==> src/design/breakpoint_match_unit_assert.svh <==
// Assertion macros for the breakpoint match unit.
`ifndef BREAKPOINT_MATCH_UNIT_ASSERT_SVH
`define BREAKPOINT_MATCH_UNIT_ASSERT_SVH

`ifndef SYNTH
`define BMU_ASSERT(lbl, prop) \
  lbl: assert property (@(posedge clk) disable iff (rst) (prop)) \
    else $error("breakpoint_match_unit: invariant violated");
`define BMU_ASSERT_NEXT(lbl, ante, cons) \
  lbl: assert property (@(posedge clk) disable iff (rst) (ante) |=> (cons)) \
    else $error("breakpoint_match_unit: sequence violated");
`else
`define BMU_ASSERT(lbl, prop)
`define BMU_ASSERT_NEXT(lbl, ante, cons)
`endif

`endif

==> src/design/bpm_pkg.sv <==
// Shared types and constants for the breakpoint match unit.
package bpm_pkg;

  typedef enum logic [2:0] {
    OP_CHECK_PC       = 3'd0,
    OP_RETIRE         = 3'd1,
    OP_ADD            = 3'd2,
    OP_REMOVE         = 3'd3,
    OP_TOGGLE         = 3'd4,
    OP_QUERY          = 3'd5,
    OP_SET_MODE       = 3'd6,
    OP_CLEAR_COUNTERS = 3'd7
  } op_t;

  typedef enum logic [1:0] {
    MODE_RUNNING  = 2'd0,
    MODE_PAUSED   = 2'd1,
    MODE_STEPPING = 2'd2
  } mode_t;

  localparam logic [31:0] ADDR_ALIGN_MASK = ~32'd1;

  typedef struct packed {
    logic remove;
    logic append;
    logic reenable;
  } bpm_ctrl_t;

  typedef struct packed {
    logic found_any;
    logic found_en;
  } bpm_status_t;

endpackage

==> src/design/bpm_cell.sv <==
// One breakpoint table cell: address, enable bit, compare and shift from neighbour.
module bpm_cell import bpm_pkg::*; #(
  parameter int IDX = 0,
  parameter int CW  = 5
) (
  input  logic            clk,
  input  logic            rst,
  input  bpm_ctrl_t       ctrl,
  input  logic [CW-1:0]   pos,
  input  logic [CW-1:0]   count,
  input  logic [31:0]     key,
  input  logic [31:0]     nb_addr,
  input  logic            nb_valid,
  output logic [31:0]     cell_addr,
  output logic            cell_valid,
  output logic            match_any,
  output logic            match_en
);

  logic [31:0] addr;
  logic        valid;
  logic        in_use;
  logic        do_shift;
  logic        do_load;

  assign in_use    = CW'(IDX) < count;
  assign match_any = in_use && (addr == key);
  assign match_en  = match_any && valid;
  assign do_shift  = ctrl.remove && (CW'(IDX) >= pos);
  assign do_load   = ctrl.append && (CW'(IDX) == count);

  always_ff @(posedge clk) begin
    if (rst) begin
      valid <= 1'b0;
    end else if (do_shift) begin
      valid <= nb_valid;
    end else if (do_load) begin
      valid <= 1'b1;
    end else if (ctrl.reenable && match_any) begin
      valid <= 1'b1;
    end
  end

  always_ff @(posedge clk) begin
    if (do_shift) begin
      addr <= nb_addr;
    end else if (do_load) begin
      addr <= key;
    end
  end

  assign cell_addr  = addr;
  assign cell_valid = valid;

endmodule

==> src/design/bpm_chain.sv <==
// Row of breakpoint cells with match reduction and slot encoder.
module bpm_chain import bpm_pkg::*; #(
  parameter int MAX = 16,
  parameter int CW  = 5
) (
  input  logic          clk,
  input  logic          rst,
  input  bpm_ctrl_t     ctrl,
  input  logic [CW-1:0] pos,
  input  logic [CW-1:0] count,
  input  logic [31:0]   key,
  output bpm_status_t   status,
  output logic [CW-1:0] found_idx
);

  logic [31:0]    addr_q  [MAX];
  logic           valid_q [MAX];
  logic [MAX-1:0] m_any;
  logic [MAX-1:0] m_en;

  for (genvar i = 0; i < MAX; i++) begin : g_cell
    logic [31:0] nb_addr;
    logic        nb_valid;
    if (i == MAX - 1) begin : g_end
      assign nb_addr  = '0;
      assign nb_valid = 1'b0;
    end else begin : g_mid
      assign nb_addr  = addr_q[i+1];
      assign nb_valid = valid_q[i+1];
    end
    bpm_cell #(.IDX(i), .CW(CW)) u_cell (
      .clk        (clk),
      .rst        (rst),
      .ctrl       (ctrl),
      .pos        (pos),
      .count      (count),
      .key        (key),
      .nb_addr    (nb_addr),
      .nb_valid   (nb_valid),
      .cell_addr  (addr_q[i]),
      .cell_valid (valid_q[i]),
      .match_any  (m_any[i]),
      .match_en   (m_en[i])
    );
  end

  // entries are unique, so at most one slot matches
  always_comb begin
    found_idx = '0;
    for (int i = 0; i < MAX; i++) begin
      if (m_any[i]) begin
        found_idx = found_idx | CW'(i);
      end
    end
  end

  assign status.found_any = |m_any;
  assign status.found_en  = |m_en;

endmodule

==> src/design/breakpoint_match_unit.sv <==
// Top level of the breakpoint match unit: command decode, mode, counters, result.
//
//  channel   signals                                          handshake
//  command   opcode address bp_index cycles_taken new_mode    start && !busy
//  result    proceed hit run_mode bp_count instr_total        done, one cycle
//            cycles_total
//  config    cfg_wdata (debug_enable)                         cfg_we
//
// One command per cycle; busy stays low. The result is strobed on done in the
// cycle after acceptance. Compare, slot encode and table update complete in the
// accept cycle across the cell row. Reset is synchronous and clears the enable
// bits, count, mode, counters and debug_enable. The receiver cannot stall.
module breakpoint_match_unit import bpm_pkg::*; #(
  parameter int MAX_BREAKPOINTS = 16,
  parameter int CW = $clog2(MAX_BREAKPOINTS + 1)
) (
  input  logic          clk,
  input  logic          rst,
  input  logic          start,
  output logic          busy,
  input  logic [2:0]    opcode,
  input  logic [31:0]   address,
  input  logic [3:0]    bp_index,
  input  logic [11:0]   cycles_taken,
  input  logic [1:0]    new_mode,
  input  logic          cfg_we,
  input  logic          cfg_wdata,
  output logic          done,
  output logic          proceed,
  output logic          hit,
  output logic [1:0]    run_mode,
  output logic [CW-1:0] bp_count,
  output logic [63:0]   instr_total,
  output logic [63:0]   cycles_total
);

`include "breakpoint_match_unit_assert.svh"

  logic          debug_enable;
  mode_t         mode;
  mode_t         mode_next;
  logic [CW-1:0] count;
  logic [CW-1:0] count_next;
  logic [63:0]   retired_count;
  logic [63:0]   retired_count_next;
  logic [63:0]   cycle_sum;
  logic [63:0]   cycle_sum_next;
  logic          proceed_next;
  logic          hit_next;

  op_t           op;
  logic [31:0]   key;
  bpm_ctrl_t     ctrl;
  logic [CW-1:0] pos;
  bpm_status_t   status;
  logic [CW-1:0] found_idx;
  logic          not_full;

  assign busy     = 1'b0;
  assign op       = op_t'(opcode);
  assign key      = (op == OP_CHECK_PC) ? address : (address & ADDR_ALIGN_MASK);
  assign not_full = count < CW'(MAX_BREAKPOINTS);

  bpm_chain #(.MAX(MAX_BREAKPOINTS), .CW(CW)) u_chain (
    .clk       (clk),
    .rst       (rst),
    .ctrl      (ctrl),
    .pos       (pos),
    .count     (count),
    .key       (key),
    .status    (status),
    .found_idx (found_idx)
  );

  always_comb begin
    ctrl               = '0;
    pos                = '0;
    mode_next          = mode;
    count_next         = count;
    retired_count_next = retired_count;
    cycle_sum_next     = cycle_sum;
    proceed_next       = 1'b0;
    hit_next           = 1'b0;
    case (op)
      OP_CHECK_PC: begin
        if (!debug_enable) begin
          proceed_next = 1'b1;
        end else if (mode == MODE_PAUSED) begin
          proceed_next = 1'b0;
        end else if (mode == MODE_STEPPING) begin
          proceed_next = 1'b1;
        end else if (status.found_en) begin
          mode_next    = MODE_PAUSED;
          proceed_next = 1'b0;
        end else begin
          proceed_next = 1'b1;
        end
      end
      OP_RETIRE: begin
        retired_count_next = retired_count + 64'd1;
        cycle_sum_next     = cycle_sum + 64'(cycles_taken);
        if (debug_enable && mode == MODE_STEPPING) begin
          mode_next = MODE_PAUSED;
        end
      end
      OP_ADD: begin
        if (status.found_any) begin
          ctrl.reenable = start;
        end else if (not_full) begin
          ctrl.append = start;
          count_next  = count + CW'(1);
        end
      end
      OP_REMOVE: begin
        if (32'(bp_index) < 32'(count)) begin
          ctrl.remove = start;
          pos         = CW'(bp_index);
          count_next  = count - CW'(1);
        end
      end
      OP_TOGGLE: begin
        if (status.found_any) begin
          ctrl.remove = start;
          pos         = found_idx;
          count_next  = count - CW'(1);
        end else if (not_full) begin
          ctrl.append = start;
          count_next  = count + CW'(1);
        end
      end
      OP_QUERY: begin
        hit_next = status.found_en;
      end
      OP_SET_MODE: begin
        if (new_mode <= MODE_STEPPING) begin
          mode_next = mode_t'(new_mode);
        end
      end
      OP_CLEAR_COUNTERS: begin
        retired_count_next = '0;
        cycle_sum_next     = '0;
        mode_next          = debug_enable ? MODE_PAUSED : MODE_RUNNING;
      end
      default: begin
      end
    endcase
  end

  always_ff @(posedge clk) begin
    if (rst) begin
      debug_enable  <= 1'b0;
      mode          <= MODE_RUNNING;
      count         <= '0;
      retired_count <= '0;
      cycle_sum     <= '0;
      done          <= 1'b0;
    end else begin
      if (cfg_we) begin
        debug_enable <= cfg_wdata;
      end
      done <= start;
      if (start) begin
        mode          <= mode_next;
        count         <= count_next;
        retired_count <= retired_count_next;
        cycle_sum     <= cycle_sum_next;
      end
    end
  end

  always_ff @(posedge clk) begin
    if (start) begin
      proceed <= proceed_next;
      hit     <= hit_next;
    end
  end

  assign run_mode     = mode;
  assign bp_count     = count;
  assign instr_total  = retired_count;
  assign cycles_total = cycle_sum;

  `BMU_ASSERT(a_count_bound, 32'(bp_count) <= 32'(MAX_BREAKPOINTS))
  `BMU_ASSERT_NEXT(a_beat_done, start && !busy, done)
  `BMU_ASSERT_NEXT(a_no_spurious_done, !start, !done)
  `BMU_ASSERT_NEXT(a_count_held, !start, $stable(bp_count))

endmodule

==> config.mk <==
export PLATFORM = sky130hd
export DESIGN_NAME = breakpoint_match_unit
export DESIGN_NICKNAME = d
export VERILOG_FILES = /design/src/design/bpm_pkg.sv /design/src/design/bpm_cell.sv /design/src/design/bpm_chain.sv /design/src/design/breakpoint_match_unit.sv
export VERILOG_INCLUDE_DIRS = /design/src /design/src/design
export SDC_FILE = /design/constraint.sdc
export NUM_CORES = 2
export LEC_CHECK = 0
export BUFFER_PORTS_ARGS = -buffer_cell sky130_fd_sc_hd__clkbuf_2
export CAP_MARGIN = 5
export CORE_ASPECT_RATIO = 1.1
export CORE_MARGIN = 4
export CORE_UTILIZATION = 55
export CTS_CLUSTER_SIZE = 10
export DETAILED_ROUTE_END_ITERATION = 8
export GPL_TIMING_DRIVEN = 1
export HOLD_SLACK_MARGIN = 0.12
export PLACE_DENSITY_LB_ADDON = 0.1
export SLEW_MARGIN = 30
export SYNTH_ARGS = -nofsm -noshare
export SYNTH_HDL_FRONTEND = slang
export SYNTH_HIERARCHICAL = 1
export SYNTH_SLANG_ARGS = --single-unit
==> constraint.sdc <==
create_clock -name clk -period 10.42 [get_ports clk]
set_clock_uncertainty 0.05 [all_clocks]
set_input_delay 0.521 -clock clk [delete_from_list [all_inputs] [get_ports clk]]
set_output_delay 0.521 -clock clk [all_outputs]
set_load 0.005 [all_outputs]
==> metrics.yaml <==
cells_and_area:
  final_cell_mix: "514 x edfxtp_1, 435 x mux2_2, 377 x xor2_1, 231 x xnor2_1, 195 x clkbuf_2"
  stdcell_area_um2: 41100
  layout_commonest_cell: "edfxtp_1"
  nFillCells: 5144
  drive_gt1_frac: 0.290
  synthToLayoutAreaGrowth_pct: 12.8
  final_nets: 3242
  diodes: 0
routing:
  dr_total_vias: 25200
  post-route-drc-count: 0
  avgRoutedWirePerCell_um: 26.3
  firstDrtPassIters: 6
  dr_wl_met3_um: 6800
  drtIter0Drc: 2287
  wl_met1_um: 42100
  vias_per_cell: 6.20
  drt_wl_total_um: 107000
  routed.top_layer: "met4"
  wl_met2_um: 53600
  drtAntennaViolNets: 0
timing:
  final_max_slew_viol_count: 0
  relSlewSlack: 0.343
  finalCritPeriodShare: 0.603
  period_needed_ps: 6280
  finalHoldViolCount: 0
  rsz0062_at_grt: "false"
  worst_slew_pin_slew_ps: 977
  fmax_mhz: 159
  final-setup-viol-count: 0
  finalWorstSetupSlack_ps: 4140
  fin_tns_setup_ps: 0
  holdWs_ps: 198
clock_network:
  htreeDepth: 3
  numCtsBuffers: 78
  clockBufferDepth: 3
  cts_setup_buffers: 0
  cts_tree: "yes"
  clk_pin_slew_worst_paths_ps: 60
  ctsResizeCount: 0
  clock-root-buffer: "clkbuf_16"
  hold_buffers: 2
  worstSkewPairLatency_ps: 620
  cts.sinks: 667
global_routing:
  antenna_found_initial: 0
  grt_pass1_vias: 26000
  overflow: 0
  grt_max_degree: 113
  grtUsageTotal: 0.296
  grt_first_pass_wirelength_um: 160000
synth:
  ys_warn_count: 6
  yosysUniqueCellTypes: 93
  yosys_most_used_dff: "edfxtp_1"
  synthArstFlopShare: 0
  synth_area_um2: 36400
  synth_edf_count: 514
  synth-seq-cells: 667
  avgSynthCellArea_um2: 12.7
  synth_seq_area_share: 0.508
  netlist_instances: 2879
critical_path:
  crit_chain: "clkbuf_2, buf_4, xnor2_1, nand4_1, or4_1, nor4_1, nor4_1, nand4_1, nor4bb_1, buf_4, o21a_1, nand3b_2, a21bo_4, nor2_1, o32ai_1"
  worstSetupStartpointType: "primary input"
  end_kind: "register"
  path_buf_inv: 3
  worstPathArrival_ps: 6750
  critPathKind: "primary input to register"
  crit_family: "simple AND/OR/NAND/NOR gates"
  cp_slowest_cell: "nand3b_2"
  path_max_fanout: 34
  critPathRequiredTime_ps: 10900
  slowest_delay_ps: 870
  r2r_setup_slack_ps: 4440
power_and_ir_drop:
  leakage_nw: 14.6
  finalPower_w: 0.00596
  power_density_nw_per_um2: 145
  ir_drop_mv: 0.132
floorplan:
  core-area_um2: 65400
  start_util: 0.557
  rows: 98
  ios: 197
  die_x_um: 253
  die_h_um: 278
  die-area_um2: 70400
place:
  dp_slack_ps: 3510
  dpl_cell_area_um2: 38700
  port_buffers: 195
  dp_hpwl_um: 71700
  place_congestion: 0.905
hold_path:
  hp-class: "primary input to register"
flow_run:
  drv_cap: 0
outcome:
  outcome: "finished clean"
synth_stat cells (all sizes together), types with 6 or more instances:
master,count,area (µm²)
ha,18,225
nand2,96,370
nand2b,10,62.6
mux2,507,5930
nand3,63,320
nor4b,9,100
o21ba,6,60.1
o211ai,6,45.0
nor3,31,165
nor2,151,567
nand3b,7,56.3
and2,27,170
and4,12,105
or4,19,154
a21oi,49,253
o31ai,12,95.1
edfxtp,514,15400
a2111oi,8,70.1
a21o,6,45.0
o21ai,43,215
o21a,8,60.1
clkbuf,55,209
nand4,98,632
a211oi,14,123
buf,41,299
a22oi,11,82.6
a22o,6,52.6
and3,31,194
inv,42,158
xor2,377,3300
a31oi,7,43.8
a31o,8,70.1
or3,17,106
xnor2,234,2070
dfxtp,153,3060
nor4,124,955
power breakdown:
| part | internal (W) | switching [W] | total (W) |
|---|---|---|---|
| Combinational | 0.000201 | 0.000296 | 0.000497 |
| Sequential | 0.00290 | 0.0000224 | 0.00292 |
| Clock | 0.00147 | 0.00107 | 0.00254 |
layer usage:
metal  vias to the layer above  track usage
met5                         -            0
met4                         0        0.124
met3                       259       0.0406
met2                      1115        0.514
met1                     12600        0.371
li1                      11300            -
logic make-up (layout without fill, tap and decap cells):
kind of cell | Yosys count | after routing | share of synthesized area
and+or+nand+nor | 715 | 715 | 0.113
DFF | 667 | 667 | 0.508
xor gates and xnor gates | 611 | 611 | 0.148
muxes | 511 | 511 | 0.164
AOI/OAI and AO/OA | 216 | 216 | 0.0422
buffers and inverters | 138 | 447 | 0.0183
adders and majority gates | 19 | 19 | 0.00673
other | 2 | 35 | 0.000206
sequential cells by signal, indices dropped and copies added, names as in the netlist:
signal	flops
proceed	1
hit	1
debug_enable	1
bp_count	5
u_chain/g_cell.u_cell/cell_addr	512
run_mode	2
cycles_total	64
done	1
instr_total	64
u_chain/g_cell.u_cell/cell_valid	16
worst paths after layout:
| path | start | endpoint | cells past startpoint |
|---|---|---|---|
| worst min-delay path | new_mode[1] | run_mode[1] | 4 |
| worst max register to register | bp_count[4] | u_chain/g_cell[8].u_cell/cell_valid | 14 |
| worst min register to register | instr_total[63] | instr_total[63] | 2 |
| worst max-delay path | address[14] | u_chain/g_cell[8].u_cell/cell_valid | 15 |
through the flow:
step	cells	utilization
6_report	4071	0.628
5_1_grt	4071	0.628
4_1_cts	4070	0.628
3_5_place_dp	3932	0.593
3_3_place_gp	3932	0.592
2_1_floorplan	2912	-
area by class of cell:
type | instances | area [µm²] | share of cell area
clock buffers | 132 | 2260 | 0.0550
repair buffers | 269 | 1550 | 0.0377
clock inverters | 4 | 42.5 | 0.00104
flip-flops and latches | 667 | 18500 | 0.450
well taps | 850 | 1060 | 0.0259
inverters | 42 | 158 | 0.00384
multi-input cells | 2107 | 17500 | 0.426
tightest hold or removal path: cells and delay by family:
family / cells / cell delay, ps
compound gates: 1 / 60
simple gates: 1 / 90
buf+inv: 2 / 130
(Power assumes the default switching activity.)
